**src/hdl/ngr_pkg.sv**
```systemverilog
// Package for the n-gram record parser: parse phases, result status codes,
// character constants and the Latin-1 letter fold table.
// Used by ngr_fold, ngr_core and ngram_record_parser; depends on nothing.
`timescale 1ns / 1ps

package ngr_pkg;

  localparam int unsigned INDEX_W  = 19;
  localparam int unsigned COUNT_W  = 32;
  localparam int unsigned LETTER_W = 5;
  localparam int unsigned TOTAL_W  = 4;
  localparam int unsigned ORDER_W  = 3;
  localparam int unsigned CP_W     = 16;

  typedef enum logic [2:0] {
    PH_LEAD         = 3'd0,
    PH_TOKEN        = 3'd1,
    PH_GAP          = 3'd2,
    PH_SIGN         = 3'd3,
    PH_DIGITS       = 3'd4,
    PH_DONE_NOCOUNT = 3'd5,
    PH_DONE_COUNT   = 3'd6
  } ngr_phase_e;

  typedef enum logic [2:0] {
    ST_OK      = 3'd0,
    ST_TOKEN   = 3'd1,
    ST_NOCOUNT = 3'd2,
    ST_FOLD    = 3'd3,
    ST_ORDER   = 3'd4
  } ngr_status_e;

  typedef struct packed {
    ngr_status_e            status;
    logic                   count_clamped;
    logic [TOTAL_W-1:0]     letters;
    logic [INDEX_W-1:0]     gram_index;
    logic [COUNT_W-1:0]     count;
  } ngr_result_t;

  localparam logic [7:0] BYTE_NUL   = 8'h00;
  localparam logic [7:0] BYTE_SPACE = 8'h20;
  localparam logic [7:0] BYTE_TAB   = 8'h09;
  localparam logic [7:0] BYTE_CR    = 8'h0D;
  localparam logic [7:0] BYTE_PLUS  = 8'h2B;
  localparam logic [7:0] DIGIT_0    = 8'h30;
  localparam logic [7:0] DIGIT_9    = 8'h39;

  localparam logic [CP_W-1:0] CP_LOWER_A = 16'h0061;
  localparam logic [CP_W-1:0] CP_LOWER_Z = 16'h007A;
  localparam logic [CP_W-1:0] CP_CASE    = 16'h0020;
  localparam logic [CP_W-1:0] CP_UPPER_A = 16'h0041;
  localparam logic [CP_W-1:0] CP_UPPER_Z = 16'h005A;
  localparam logic [CP_W-1:0] CP_LAT1_LO = 16'h00C0;
  localparam logic [CP_W-1:0] CP_LAT1_HI = 16'h00FF;
  localparam logic [CP_W-1:0] CP_OE      = 16'h0152;
  localparam logic [CP_W-1:0] CP_Y_DIAER = 16'h0178;
  localparam logic [CP_W-1:0] CP_A_OGON  = 16'h0104;
  localparam logic [CP_W-1:0] CP_C_ACUTE = 16'h0106;
  localparam logic [CP_W-1:0] CP_E_OGON  = 16'h0118;
  localparam logic [CP_W-1:0] CP_L_STROK = 16'h0141;
  localparam logic [CP_W-1:0] CP_N_ACUTE = 16'h0143;
  localparam logic [CP_W-1:0] CP_S_ACUTE = 16'h015A;
  localparam logic [CP_W-1:0] CP_Z_ACUTE = 16'h0179;

  localparam logic [LETTER_W-1:0] LTR_A = 5'd0;
  localparam logic [LETTER_W-1:0] LTR_C = 5'd2;
  localparam logic [LETTER_W-1:0] LTR_D = 5'd3;
  localparam logic [LETTER_W-1:0] LTR_E = 5'd4;
  localparam logic [LETTER_W-1:0] LTR_I = 5'd8;
  localparam logic [LETTER_W-1:0] LTR_L = 5'd11;
  localparam logic [LETTER_W-1:0] LTR_N = 5'd13;
  localparam logic [LETTER_W-1:0] LTR_O = 5'd14;
  localparam logic [LETTER_W-1:0] LTR_S = 5'd18;
  localparam logic [LETTER_W-1:0] LTR_T = 5'd19;
  localparam logic [LETTER_W-1:0] LTR_U = 5'd20;
  localparam logic [LETTER_W-1:0] LTR_Y = 5'd24;
  localparam logic [LETTER_W-1:0] LTR_Z = 5'd25;

  // The multiplication and division signs of Latin-1 have no base letter.
  localparam logic [4:0] LATIN1_NONE = 5'd23;

  function automatic logic [LETTER_W-1:0] latin1_letter(input logic [5:0] idx);
    logic [LETTER_W-1:0] ltr;
    ltr = LTR_A;
    unique case (idx[4:0]) inside
      [5'd0:5'd6]:   ltr = LTR_A;
      5'd7:          ltr = LTR_C;
      [5'd8:5'd11]:  ltr = LTR_E;
      [5'd12:5'd15]: ltr = LTR_I;
      5'd16:         ltr = LTR_D;
      5'd17:         ltr = LTR_N;
      [5'd18:5'd22]: ltr = LTR_O;
      5'd23:         ltr = LTR_A;
      5'd24:         ltr = LTR_O;
      [5'd25:5'd28]: ltr = LTR_U;
      5'd29:         ltr = LTR_Y;
      5'd30:         ltr = LTR_T;
      5'd31:         ltr = idx[5] ? LTR_Y : LTR_S;
      default:       ltr = LTR_A;
    endcase
    return ltr;
  endfunction

endpackage

```
**src/hdl/ngr_fold.sv**
```systemverilog
// Folds one decoded code point to a letter number 0 to 25, or flags it.
// Depends on ngr_pkg.
`timescale 1ns / 1ps

module ngr_fold (
  input  logic [ngr_pkg::CP_W-1:0]     cp_i,
  output logic                         ok_o,
  output logic [ngr_pkg::LETTER_W-1:0] letter_o
);

  logic [ngr_pkg::CP_W-1:0] upper;
  logic [ngr_pkg::CP_W-1:0] rel;

  always_comb begin
    upper    = cp_i;
    ok_o     = 1'b1;
    letter_o = ngr_pkg::LTR_A;
    if (cp_i >= ngr_pkg::CP_LOWER_A && cp_i <= ngr_pkg::CP_LOWER_Z) begin
      upper = cp_i - ngr_pkg::CP_CASE;
    end
    rel = upper - ngr_pkg::CP_UPPER_A;
    if (upper >= ngr_pkg::CP_UPPER_A && upper <= ngr_pkg::CP_UPPER_Z) begin
      letter_o = rel[ngr_pkg::LETTER_W-1:0];
    end else if (upper >= ngr_pkg::CP_LAT1_LO && upper <= ngr_pkg::CP_LAT1_HI) begin
      letter_o = ngr_pkg::latin1_letter(upper[5:0]);
      ok_o     = (upper[4:0] != ngr_pkg::LATIN1_NONE);
    end else begin
      unique case (upper)
        ngr_pkg::CP_OE, ngr_pkg::CP_OE + 16'd1:
          letter_o = ngr_pkg::LTR_O;
        ngr_pkg::CP_Y_DIAER:
          letter_o = ngr_pkg::LTR_Y;
        ngr_pkg::CP_A_OGON, ngr_pkg::CP_A_OGON + 16'd1:
          letter_o = ngr_pkg::LTR_A;
        ngr_pkg::CP_C_ACUTE, ngr_pkg::CP_C_ACUTE + 16'd1:
          letter_o = ngr_pkg::LTR_C;
        ngr_pkg::CP_E_OGON, ngr_pkg::CP_E_OGON + 16'd1:
          letter_o = ngr_pkg::LTR_E;
        ngr_pkg::CP_L_STROK, ngr_pkg::CP_L_STROK + 16'd1:
          letter_o = ngr_pkg::LTR_L;
        ngr_pkg::CP_N_ACUTE, ngr_pkg::CP_N_ACUTE + 16'd1:
          letter_o = ngr_pkg::LTR_N;
        ngr_pkg::CP_S_ACUTE, ngr_pkg::CP_S_ACUTE + 16'd1:
          letter_o = ngr_pkg::LTR_S;
        ngr_pkg::CP_Z_ACUTE, ngr_pkg::CP_Z_ACUTE + 16'd1,
        ngr_pkg::CP_Z_ACUTE + 16'd2, ngr_pkg::CP_Z_ACUTE + 16'd3:
          letter_o = ngr_pkg::LTR_Z;
        default:
          ok_o = 1'b0;
      endcase
    end
  end

endmodule

```
**src/hdl/ngr_core.sv**
```systemverilog
// Parser state registers and the combinational update for one record byte,
// with the end-of-record result. Depends on ngr_pkg and ngr_fold.
`timescale 1ns / 1ps

module ngr_core #(
  parameter int unsigned MAX_ORDER       = 4,
  parameter int unsigned MAX_TOKEN_BYTES = 15
) (
  input  logic                          clk_i,
  input  logic                          rst_ni,
  input  logic                          step_i,
  input  logic [7:0]                    byte_i,
  input  logic                          eor_i,
  input  logic [ngr_pkg::ORDER_W-1:0]   gram_order_i,
  output ngr_pkg::ngr_result_t          result_o
);

  localparam int unsigned LEN_W = $clog2(MAX_TOKEN_BYTES + 2);
  localparam logic [LEN_W-1:0] LEN_MAX = LEN_W'(MAX_TOKEN_BYTES);
  localparam logic [ngr_pkg::TOTAL_W-1:0] TOTAL_SAT = '1;

  ngr_pkg::ngr_phase_e              ph_q, ph_d;
  logic [LEN_W-1:0]                 len_q, len_d;
  logic [1:0]                       pend_q, pend_d;
  logic [ngr_pkg::CP_W-1:0]         cp_q, cp_d;
  logic [ngr_pkg::INDEX_W-1:0]      idx_q, idx_d;
  logic [ngr_pkg::TOTAL_W-1:0]      total_q, total_d;
  logic                             failed_q, failed_d;
  logic [ngr_pkg::COUNT_W-1:0]      count_q, count_d;
  logic                             ovf_q, ovf_d;

  logic                             is_space, is_digit, is_nul;
  logic                             do_token, do_digit, decode_en, add_en;
  logic [ngr_pkg::CP_W-1:0]         cont_cp, fold_cp;
  logic                             fold_ok;
  logic [ngr_pkg::LETTER_W-1:0]     fold_letter;
  logic [ngr_pkg::COUNT_W+3:0]      count_next;
  logic                             failed_fin;
  ngr_pkg::ngr_status_e             status;

  assign is_nul   = (byte_i == ngr_pkg::BYTE_NUL);
  assign is_space = (byte_i == ngr_pkg::BYTE_SPACE) ||
                    (byte_i >= ngr_pkg::BYTE_TAB && byte_i <= ngr_pkg::BYTE_CR);
  assign is_digit = (byte_i >= ngr_pkg::DIGIT_0) && (byte_i <= ngr_pkg::DIGIT_9);

  assign cont_cp = {cp_q[ngr_pkg::CP_W-7:0], byte_i[5:0]};
  assign fold_cp = (pend_q == 2'd0) ? {8'h00, byte_i} : cont_cp;

  ngr_fold u_fold (
    .cp_i     (fold_cp),
    .ok_o     (fold_ok),
    .letter_o (fold_letter)
  );

  assign count_next = ({4'h0, count_q} << 3) + ({4'h0, count_q} << 1) +
                      {{(ngr_pkg::COUNT_W){1'b0}}, byte_i[3:0]};

  always_comb begin
    ph_d      = ph_q;
    len_d     = len_q;
    pend_d    = pend_q;
    cp_d      = cp_q;
    idx_d     = idx_q;
    total_d   = total_q;
    failed_d  = failed_q;
    count_d   = count_q;
    ovf_d     = ovf_q;
    do_token  = 1'b0;
    do_digit  = 1'b0;
    decode_en = 1'b0;
    add_en    = 1'b0;

    unique case (ph_q)
      ngr_pkg::PH_LEAD: begin
        if (is_nul) begin
          ph_d = ngr_pkg::PH_DONE_NOCOUNT;
        end else if (!is_space) begin
          do_token = 1'b1;
          ph_d     = ngr_pkg::PH_TOKEN;
        end
      end
      ngr_pkg::PH_TOKEN: begin
        if (is_nul) begin
          ph_d = ngr_pkg::PH_DONE_NOCOUNT;
        end else if (is_space) begin
          ph_d = ngr_pkg::PH_GAP;
        end else begin
          do_token = 1'b1;
        end
      end
      ngr_pkg::PH_GAP: begin
        if (!is_space) begin
          if (byte_i == ngr_pkg::BYTE_PLUS) begin
            ph_d = ngr_pkg::PH_SIGN;
          end else if (is_digit) begin
            do_digit = 1'b1;
            ph_d     = ngr_pkg::PH_DIGITS;
          end else begin
            ph_d = ngr_pkg::PH_DONE_NOCOUNT;
          end
        end
      end
      ngr_pkg::PH_SIGN: begin
        if (is_digit) begin
          do_digit = 1'b1;
          ph_d     = ngr_pkg::PH_DIGITS;
        end else begin
          ph_d = ngr_pkg::PH_DONE_NOCOUNT;
        end
      end
      ngr_pkg::PH_DIGITS: begin
        if (is_digit) begin
          do_digit = 1'b1;
        end else begin
          ph_d = ngr_pkg::PH_DONE_COUNT;
        end
      end
      ngr_pkg::PH_DONE_NOCOUNT, ngr_pkg::PH_DONE_COUNT: begin
      end
      default: begin
      end
    endcase

    if (do_token) begin
      if (len_q <= LEN_MAX) begin
        len_d = len_q + LEN_W'(1);
      end
      decode_en = (len_q < LEN_MAX);
    end

    if (decode_en && !failed_q) begin
      if (pend_q == 2'd0) begin
        if (!byte_i[7]) begin
          add_en = 1'b1;
        end else if (byte_i[7:5] == 3'b110) begin
          cp_d   = {11'h000, byte_i[4:0]};
          pend_d = 2'd1;
        end else if (byte_i[7:4] == 4'b1110) begin
          cp_d   = {12'h000, byte_i[3:0]};
          pend_d = 2'd2;
        end else begin
          failed_d = 1'b1;
        end
      end else if (byte_i[7:6] != 2'b10) begin
        failed_d = 1'b1;
      end else begin
        cp_d   = cont_cp;
        pend_d = pend_q - 2'd1;
        add_en = (pend_q == 2'd1);
      end
    end

    if (add_en) begin
      if (!fold_ok) begin
        failed_d = 1'b1;
      end else begin
        idx_d = ngr_pkg::INDEX_W'(idx_q * 5'd26) +
                {{(ngr_pkg::INDEX_W-ngr_pkg::LETTER_W){1'b0}}, fold_letter};
        if (total_q != TOTAL_SAT) begin
          total_d = total_q + ngr_pkg::TOTAL_W'(1);
        end
      end
    end

    if (do_digit && !ovf_q) begin
      if (count_next[ngr_pkg::COUNT_W+3:ngr_pkg::COUNT_W] != 4'h0) begin
        count_d = '1;
        ovf_d   = 1'b1;
      end else begin
        count_d = count_next[ngr_pkg::COUNT_W-1:0];
      end
    end
  end

  assign failed_fin = failed_d || (pend_d != 2'd0);

  always_comb begin
    if (len_d == '0 || len_d > LEN_MAX) begin
      status = ngr_pkg::ST_TOKEN;
    end else if (ph_d != ngr_pkg::PH_DIGITS && ph_d != ngr_pkg::PH_DONE_COUNT) begin
      status = ngr_pkg::ST_NOCOUNT;
    end else if (failed_fin) begin
      status = ngr_pkg::ST_FOLD;
    end else if (gram_order_i > ngr_pkg::ORDER_W'(MAX_ORDER) ||
                 ngr_pkg::TOTAL_W'(gram_order_i) != total_d) begin
      status = ngr_pkg::ST_ORDER;
    end else begin
      status = ngr_pkg::ST_OK;
    end
    result_o.status        = status;
    result_o.count_clamped = ovf_d && (status == ngr_pkg::ST_OK ||
                             status == ngr_pkg::ST_FOLD || status == ngr_pkg::ST_ORDER);
    result_o.letters       = (status == ngr_pkg::ST_OK || status == ngr_pkg::ST_ORDER) ?
                             total_d : '0;
    result_o.gram_index    = (status == ngr_pkg::ST_OK) ? idx_d : '0;
    result_o.count         = (status == ngr_pkg::ST_OK || status == ngr_pkg::ST_FOLD ||
                             status == ngr_pkg::ST_ORDER) ? count_d : '0;
  end

  always_ff @(posedge clk_i or negedge rst_ni) begin
    if (!rst_ni) begin
      ph_q     <= ngr_pkg::PH_LEAD;
      len_q    <= '0;
      pend_q   <= '0;
      cp_q     <= '0;
      idx_q    <= '0;
      total_q  <= '0;
      failed_q <= 1'b0;
      count_q  <= '0;
      ovf_q    <= 1'b0;
    end else if (step_i) begin
      if (eor_i) begin
        ph_q     <= ngr_pkg::PH_LEAD;
        len_q    <= '0;
        pend_q   <= '0;
        cp_q     <= '0;
        idx_q    <= '0;
        total_q  <= '0;
        failed_q <= 1'b0;
        count_q  <= '0;
        ovf_q    <= 1'b0;
      end else begin
        ph_q     <= ph_d;
        len_q    <= len_d;
        pend_q   <= pend_d;
        cp_q     <= cp_d;
        idx_q    <= idx_d;
        total_q  <= total_d;
        failed_q <= failed_d;
        count_q  <= count_d;
        ovf_q    <= ovf_d;
      end
    end
  end

endmodule

```
**src/hdl/ngram_record_parser.sv**
```systemverilog
// Top level of the n-gram record parser: input byte register, parser core
// and result register. Depends on ngr_pkg and ngr_core.
`timescale 1ns / 1ps

// The parser takes one byte of a "<gram> <count>" record per clock while
// in_ready_o is high and gives one result when the byte flagged as end of
// record has been parsed. Each byte is held in an input register and folded
// into the parser state by the combinational update in ngr_core, so a rate
// of one byte per clock is sustained while no result stalls. The result
// register and out_valid_o are set as the end-of-record byte is parsed.
// Bytes that end no record keep flowing while a result waits to be taken; a
// second end-of-record byte waits in the input register until the output
// register is free. Write the order register (cfg_we_i, cfg_data_i) only
// while no record is in flight; the block does not enforce it. It resets to 4.

module ngram_record_parser #(
  parameter int unsigned MAX_ORDER       = 4,
  parameter int unsigned MAX_TOKEN_BYTES = 15
) (
  input  logic        clk_i,
  input  logic        rst_ni,
  input  logic        in_valid_i,
  output logic        in_ready_o,
  input  logic [7:0]  data_byte_i,
  input  logic        end_of_record_i,
  input  logic        cfg_we_i,
  input  logic [2:0]  cfg_data_i,
  output logic        out_valid_o,
  input  logic        out_ready_i,
  output logic [2:0]  status_o,
  output logic        count_clamped_o,
  output logic [3:0]  letters_o,
  output logic [18:0] gram_index_o,
  output logic [31:0] count_o
);

  logic                        s1_valid_q, s1_valid_d;
  logic [7:0]                  s1_byte_q;
  logic                        s1_eor_q;
  logic                        s1_go;
  logic                        in_accept;
  logic [2:0]                  gram_order_q;
  ngr_pkg::ngr_result_t        core_result;
  ngr_pkg::ngr_result_t        res_q;
  logic                        out_valid_q;

  assign s1_go      = s1_valid_q && (!s1_eor_q || !out_valid_q || out_ready_i);
  assign in_ready_o = !s1_valid_q || s1_go;
  assign in_accept  = in_valid_i && in_ready_o;
  assign s1_valid_d = in_accept || (s1_valid_q && !s1_go);

  always_ff @(posedge clk_i or negedge rst_ni) begin
    if (!rst_ni) begin
      s1_valid_q   <= 1'b0;
      gram_order_q <= 3'd4;
    end else begin
      s1_valid_q <= s1_valid_d;
      if (cfg_we_i) begin
        gram_order_q <= cfg_data_i;
      end
    end
  end

  always_ff @(posedge clk_i) begin
    if (in_accept) begin
      s1_byte_q <= data_byte_i;
      s1_eor_q  <= end_of_record_i;
    end
  end

  ngr_core #(
    .MAX_ORDER       (MAX_ORDER),
    .MAX_TOKEN_BYTES (MAX_TOKEN_BYTES)
  ) u_core (
    .clk_i        (clk_i),
    .rst_ni       (rst_ni),
    .step_i       (s1_go),
    .byte_i       (s1_byte_q),
    .eor_i        (s1_eor_q),
    .gram_order_i (gram_order_q),
    .result_o     (core_result)
  );

  always_ff @(posedge clk_i or negedge rst_ni) begin
    if (!rst_ni) begin
      out_valid_q <= 1'b0;
    end else if (s1_go && s1_eor_q) begin
      out_valid_q <= 1'b1;
    end else if (out_ready_i) begin
      out_valid_q <= 1'b0;
    end
  end

  always_ff @(posedge clk_i) begin
    if (s1_go && s1_eor_q) begin
      res_q <= core_result;
    end
  end

  assign out_valid_o     = out_valid_q;
  assign status_o        = res_q.status;
  assign count_clamped_o = res_q.count_clamped;
  assign letters_o       = res_q.letters;
  assign gram_index_o    = res_q.gram_index;
  assign count_o         = res_q.count;

endmodule

```
**config.mk**
```make
export PLATFORM = sky130hd
export DESIGN_NAME = ngram_record_parser
export DESIGN_NICKNAME = d
export VERILOG_FILES = /design/src/hdl/ngr_pkg.sv /design/src/hdl/ngr_fold.sv /design/src/hdl/ngr_core.sv /design/src/hdl/ngram_record_parser.sv
export SDC_FILE = /design/constraint.sdc
export NUM_CORES = 1
export LEC_CHECK = 0
export ABC_AREA = 1
export ABC_CLOCK_PERIOD_IN_PS = 4240
export BUFFER_PORTS_ARGS = -buffer_cell sky130_fd_sc_hd__buf_2
export CAP_MARGIN = 20
export CELL_PAD_IN_SITES_DETAIL_PLACEMENT = 0
export CELL_PAD_IN_SITES_GLOBAL_PLACEMENT = 1
export CORE_UTILIZATION = 42
export DETAILED_ROUTE_END_ITERATION = 8
export PLACE_DENSITY_LB_ADDON = 0.1
export SLEW_MARGIN = 20
export SYNTH_ARGS = -nofsm -noshare
export SYNTH_HDL_FRONTEND = slang
export SYNTH_SLANG_ARGS = --single-unit
export TNS_END_PERCENT = 10
```
**constraint.sdc**
```tcl
create_clock -name clk_i -period 4.24 [get_ports clk_i]
set_input_delay 1.06 -clock clk_i [delete_from_list [all_inputs] [get_ports clk_i]]
set_output_delay 1.06 -clock clk_i [all_outputs]
set_load 0.05 [all_outputs]
```
==> impl_metrics.env <==
export IMPL_status="finished, final reports clean"
export IMPL_syn_inst=1488
export IMPL_finalHoldViolCount=0
export IMPL_ys_warn_count=0
export IMPL_clkSlewWorstSetupHoldPaths_ps=70
export IMPL_crit_required_ps=4430
export IMPL_syn2layout_area_growth_pct=19.7
export IMPL_drive_gt1_share_pct=20.9
export IMPL_grt_max_degree=45
export IMPL_drv_cap=0
export IMPL_power_density_mw_per_mm2=499
export IMPL_fmax_mhz=250
export IMPL_grtUsageTotal_pct=23.2
export IMPL_synthArstFlopShare_pct=54.7
export IMPL_ir_drop_mv=0.231
export IMPL_crit_buf_inv=6
export IMPL_synth_nets=1629
export IMPL_critPathLaunchType="flip-flop"
export IMPL_final_cell_mix="270 x nand2_1, 197 x inv_1, 132 x nor2_1"
export IMPL_synth_seq_cells=150
export IMPL_cp_slowest_cell="edfxtp_1"
export IMPL_drtIter0Drc=647
export IMPL_max_slew_worst_pin_slew_ps=711
export IMPL_final_util_pct=51.7
export IMPL_worst_path_stages=25
export IMPL_slew_headroom_pct=52.4
export IMPL_hold_class="flip-flop to flip-flop"
export IMPL_dr_pass1_iters=5
export IMPL_setup_worst_path_start="s1_byte_q[0]"
export IMPL_final_nets=1794
export IMPL_dieArea_mm2=0.0287
export IMPL_overflow=0
export IMPL_grt_setup_unrepaired="true"
export IMPL_vias=10400
export IMPL_fp_dieW_um=169
export IMPL_n_antenna_cell=0
export IMPL_worstReg2RegEnd="gram_index_o[13]"
export IMPL_root_buffer="clkbuf_16"
export IMPL_r2r_cells=25
export IMPL_ant_nets=0
export IMPL_cp_endpoint="gram_index_o[13]"
export IMPL_crit_arrival_ps=4180
export IMPL_critPathMaxStageDelay_ps=420
export IMPL_endpoint_kind="flip-flop"
export IMPL_seqPwrFrac_pct=26.5
export IMPL_period_share_pct=94.3
export IMPL_clkSinkCount=150
export IMPL_r2r_start="s1_byte_q[0]"
export IMPL_yosysSeqAreaShare_pct=34.8
export IMPL_h_tree_depth=4
export IMPL_synth_area_mm2=0.0118
export IMPL_setup_viol=0
export IMPL_routed_wl_mm=32.2
export IMPL_clock_latency_ps=440
export IMPL_fp_dieH_um=169
export IMPL_wl_per_cell_um=15.8
export IMPL_p_int_mw=3.93
export IMPL_cp_max_fo=8
export IMPL_cts_tree="done"
export IMPL_grt_pass1_vias=10300
export IMPL_path_delay_family="simple AND/OR/NAND/NOR gates"
export IMPL_maxSlewViolCount=0
export IMPL_syn_area_per_cell_um2=7.91
export IMPL_gp_congestion=0.894
export IMPL_r2r_slack_ps=240
export IMPL_synth_edf_count=68
export IMPL_layout_min_cycle_time_ps=4000
export IMPL_final_common_cell="nand2_1"
export IMPL_num_rows=60
export IMPL_path_class="flip-flop to flip-flop"
export IMPL_comb_power_share_pct=50.3
export IMPL_dp_hpwl_mm=24.6
export IMPL_io_pins=78
export IMPL_clk_path_buf_depth=2
export IMPL_switching_power_mw=3.09
export IMPL_total_power_mw=7.03
export IMPL_ys_types=53
export IMPL_drc=0
export IMPL_initial_utilization_pct=43.2
export IMPL_swShare_pct=44.0
export IMPL_synth_main_ff_cell="dfrtp_1"
export IMPL_core_area_mm2=0.0273
export IMPL_grt_pass1_wl_mm=52.5
export IMPL_antenna_found_initial=0
export IMPL_numCtsBuffers=17
export IMPL_p_clk_share_pct=23.2
export IMPL_io_buffer_count=77
export IMPL_power_leakage_nw=6.70
export IMPL_fin_worst_skew_ps=17.0
export IMPL_viasPerCell=5.12
==> sequential cells by signal (all words and copies together), names as in the netlist <==
| register | count |
|---|---|
| u_core.total_q | 4 |
| gram_index_o | 19 |
| s1_byte_q | 8 |
| count_o | 32 |
| u_core.count_q | 32 |
| u_core.pend_q | 2 |
| u_core.ovf_q | 1 |
| gram_order_q | 3 |
| u_core.failed_q | 1 |
| status_o | 3 |
| count_clamped_o | 1 |
| s1_valid_q | 1 |
| s1_eor_q | 1 |
| u_core.ph_q | 3 |
| u_core.idx_q | 19 |
| letters_o | 4 |
| out_valid_o | 1 |
| u_core.len_q | 5 |
| u_core.cp_q | 10 |
==> worst register-to-register path, stage by stage, from the launching register on <==
cell and delay [ps]:
edfxtp_1 420, buf_6 150, ha_1 220, inv_2 70
nand4_1 130, nand2_1 120, nor2_2 40, nand2_2 80
nand2_4 90, nand3_1 140, inv_2 60, buf_4 150
a32oi_1 170, ha_2 210, inv_2 50, fa_2 400
o21ai_2 150, buf_6 130, nand3_4 70, nor2_4 130
nand2_2 90, nor2_4 120, nand4_1 140, xnor2_1 160
o21ai_2 200, nor2_4 50
==> final cells by class <==
type,instances,area [µm²]
sequential,150,4100
multi-input combinational,1088,6890
tap,372,465
fill,2696,13200
clock inverter,14,188
clock buffer,18,429
inverter,211,798
timing repair buffer,185,1230
==> cell families (layout without fill, tap and decap cells) <==
group	count (synthesis)	after routing	synth area share, %
and+or+nand+nor	644	644	25.8
AOI/OAI and AO/OA	267	267	12.9
buffers and inverters	250	428	8.32
DFF	150	150	34.8
adders and majority gates	124	124	14.3
xor gates and xnor gates	53	53	3.94
==> worst min-delay path by stage <==
stage / slack (ps) / cells past startpoint / from / endpoint
after global placement: 450 / 2 / u_core.idx_q[18] / u_core.idx_q[18]
after floorplan: 440 / 2 / u_core.idx_q[18] / u_core.idx_q[18]
after global routing: 500 / 2 / u_core.idx_q[18] / u_core.idx_q[18]
final: 480 / 2 / u_core.idx_q[18] / u_core.idx_q[18]
after detailed placement: 470 / 2 / u_core.idx_q[18] / u_core.idx_q[18]
after CTS: 480 / 2 / u_core.idx_q[18] / u_core.idx_q[18]
==> through the flow <==
stage               worst slack, ps  hold WS, ps  TNS, ps  cell area (µm²)  cells
floorplan                      17.4          442        0            11800   1488
global placement              0.618          454        0            13200   1999
detailed placement            -58.0          470     -101            13200   1999
CTS                           -7.11          484    -7.11            13800   2031
global route                  -65.3          504     -202            14100   2038
finish                          244          483        0            14100   2038
==> power groups by stage <==
stage | Sequential (mW) | Combinational, mW | Clock (mW)
global placement | 1.89 | 3.35 | 0
finish | 1.86 | 3.54 | 1.63
CTS | 1.86 | 3.38 | 1.66
detailed placement | 1.89 | 3.34 | 0
global route | 1.89 | 3.99 | 1.71
floorplan | 1.95 | 2.29 | 0
==> Yosys cell counts, types with 5 or more instances <==
| library cell | number | area, µm² |
|---|---|---|
| a31oi_1 | 5 | 31.3 |
| nand4_1 | 54 | 338 |
| clkbuf_1 | 22 | 82.6 |
| a21oi_1 | 75 | 375 |
| buf_2 | 11 | 55.1 |
| o21ai_0 | 107 | 536 |
| inv_1 | 206 | 773 |
| xor2_1 | 31 | 272 |
| o21a_1 | 9 | 67.6 |
| nand2_1 | 279 | 1050 |
| o211ai_1 | 6 | 45.0 |
| edfxtp_1 | 68 | 2040 |
| nor2_2 | 8 | 50.1 |
| or2_2 | 36 | 225 |
| nand3b_1 | 7 | 52.6 |
| nor2_1 | 138 | 518 |
| dfrtp_1 | 81 | 2030 |
| nor2_4 | 15 | 169 |
| o22ai_1 | 31 | 194 |
| o21bai_1 | 5 | 37.5 |
| nand2_2 | 10 | 62.6 |
| nand3_1 | 61 | 305 |
| fa_1 | 17 | 340 |
| ha_1 | 107 | 1340 |
| xnor2_1 | 22 | 193 |
| nor3_1 | 22 | 110 |
==> layer usage <==
layer,GRT usage (%),up-vias,wire [µm]
met2,42.2,152,16300
met4,5.95,0,486
met1,28.7,4913,14600
met5,0,-,0
met3,2.99,34,746
li1,-,5338,-
==> repair_timing <==
action,4_1_cts,5_1_grt
endpoints found under the setup margin,4,25
pin swaps,0,24
hold buffers,0,0
gates resized for setup,5,61
setup buffers,0,7
Power figures use the tool's default switching activity.
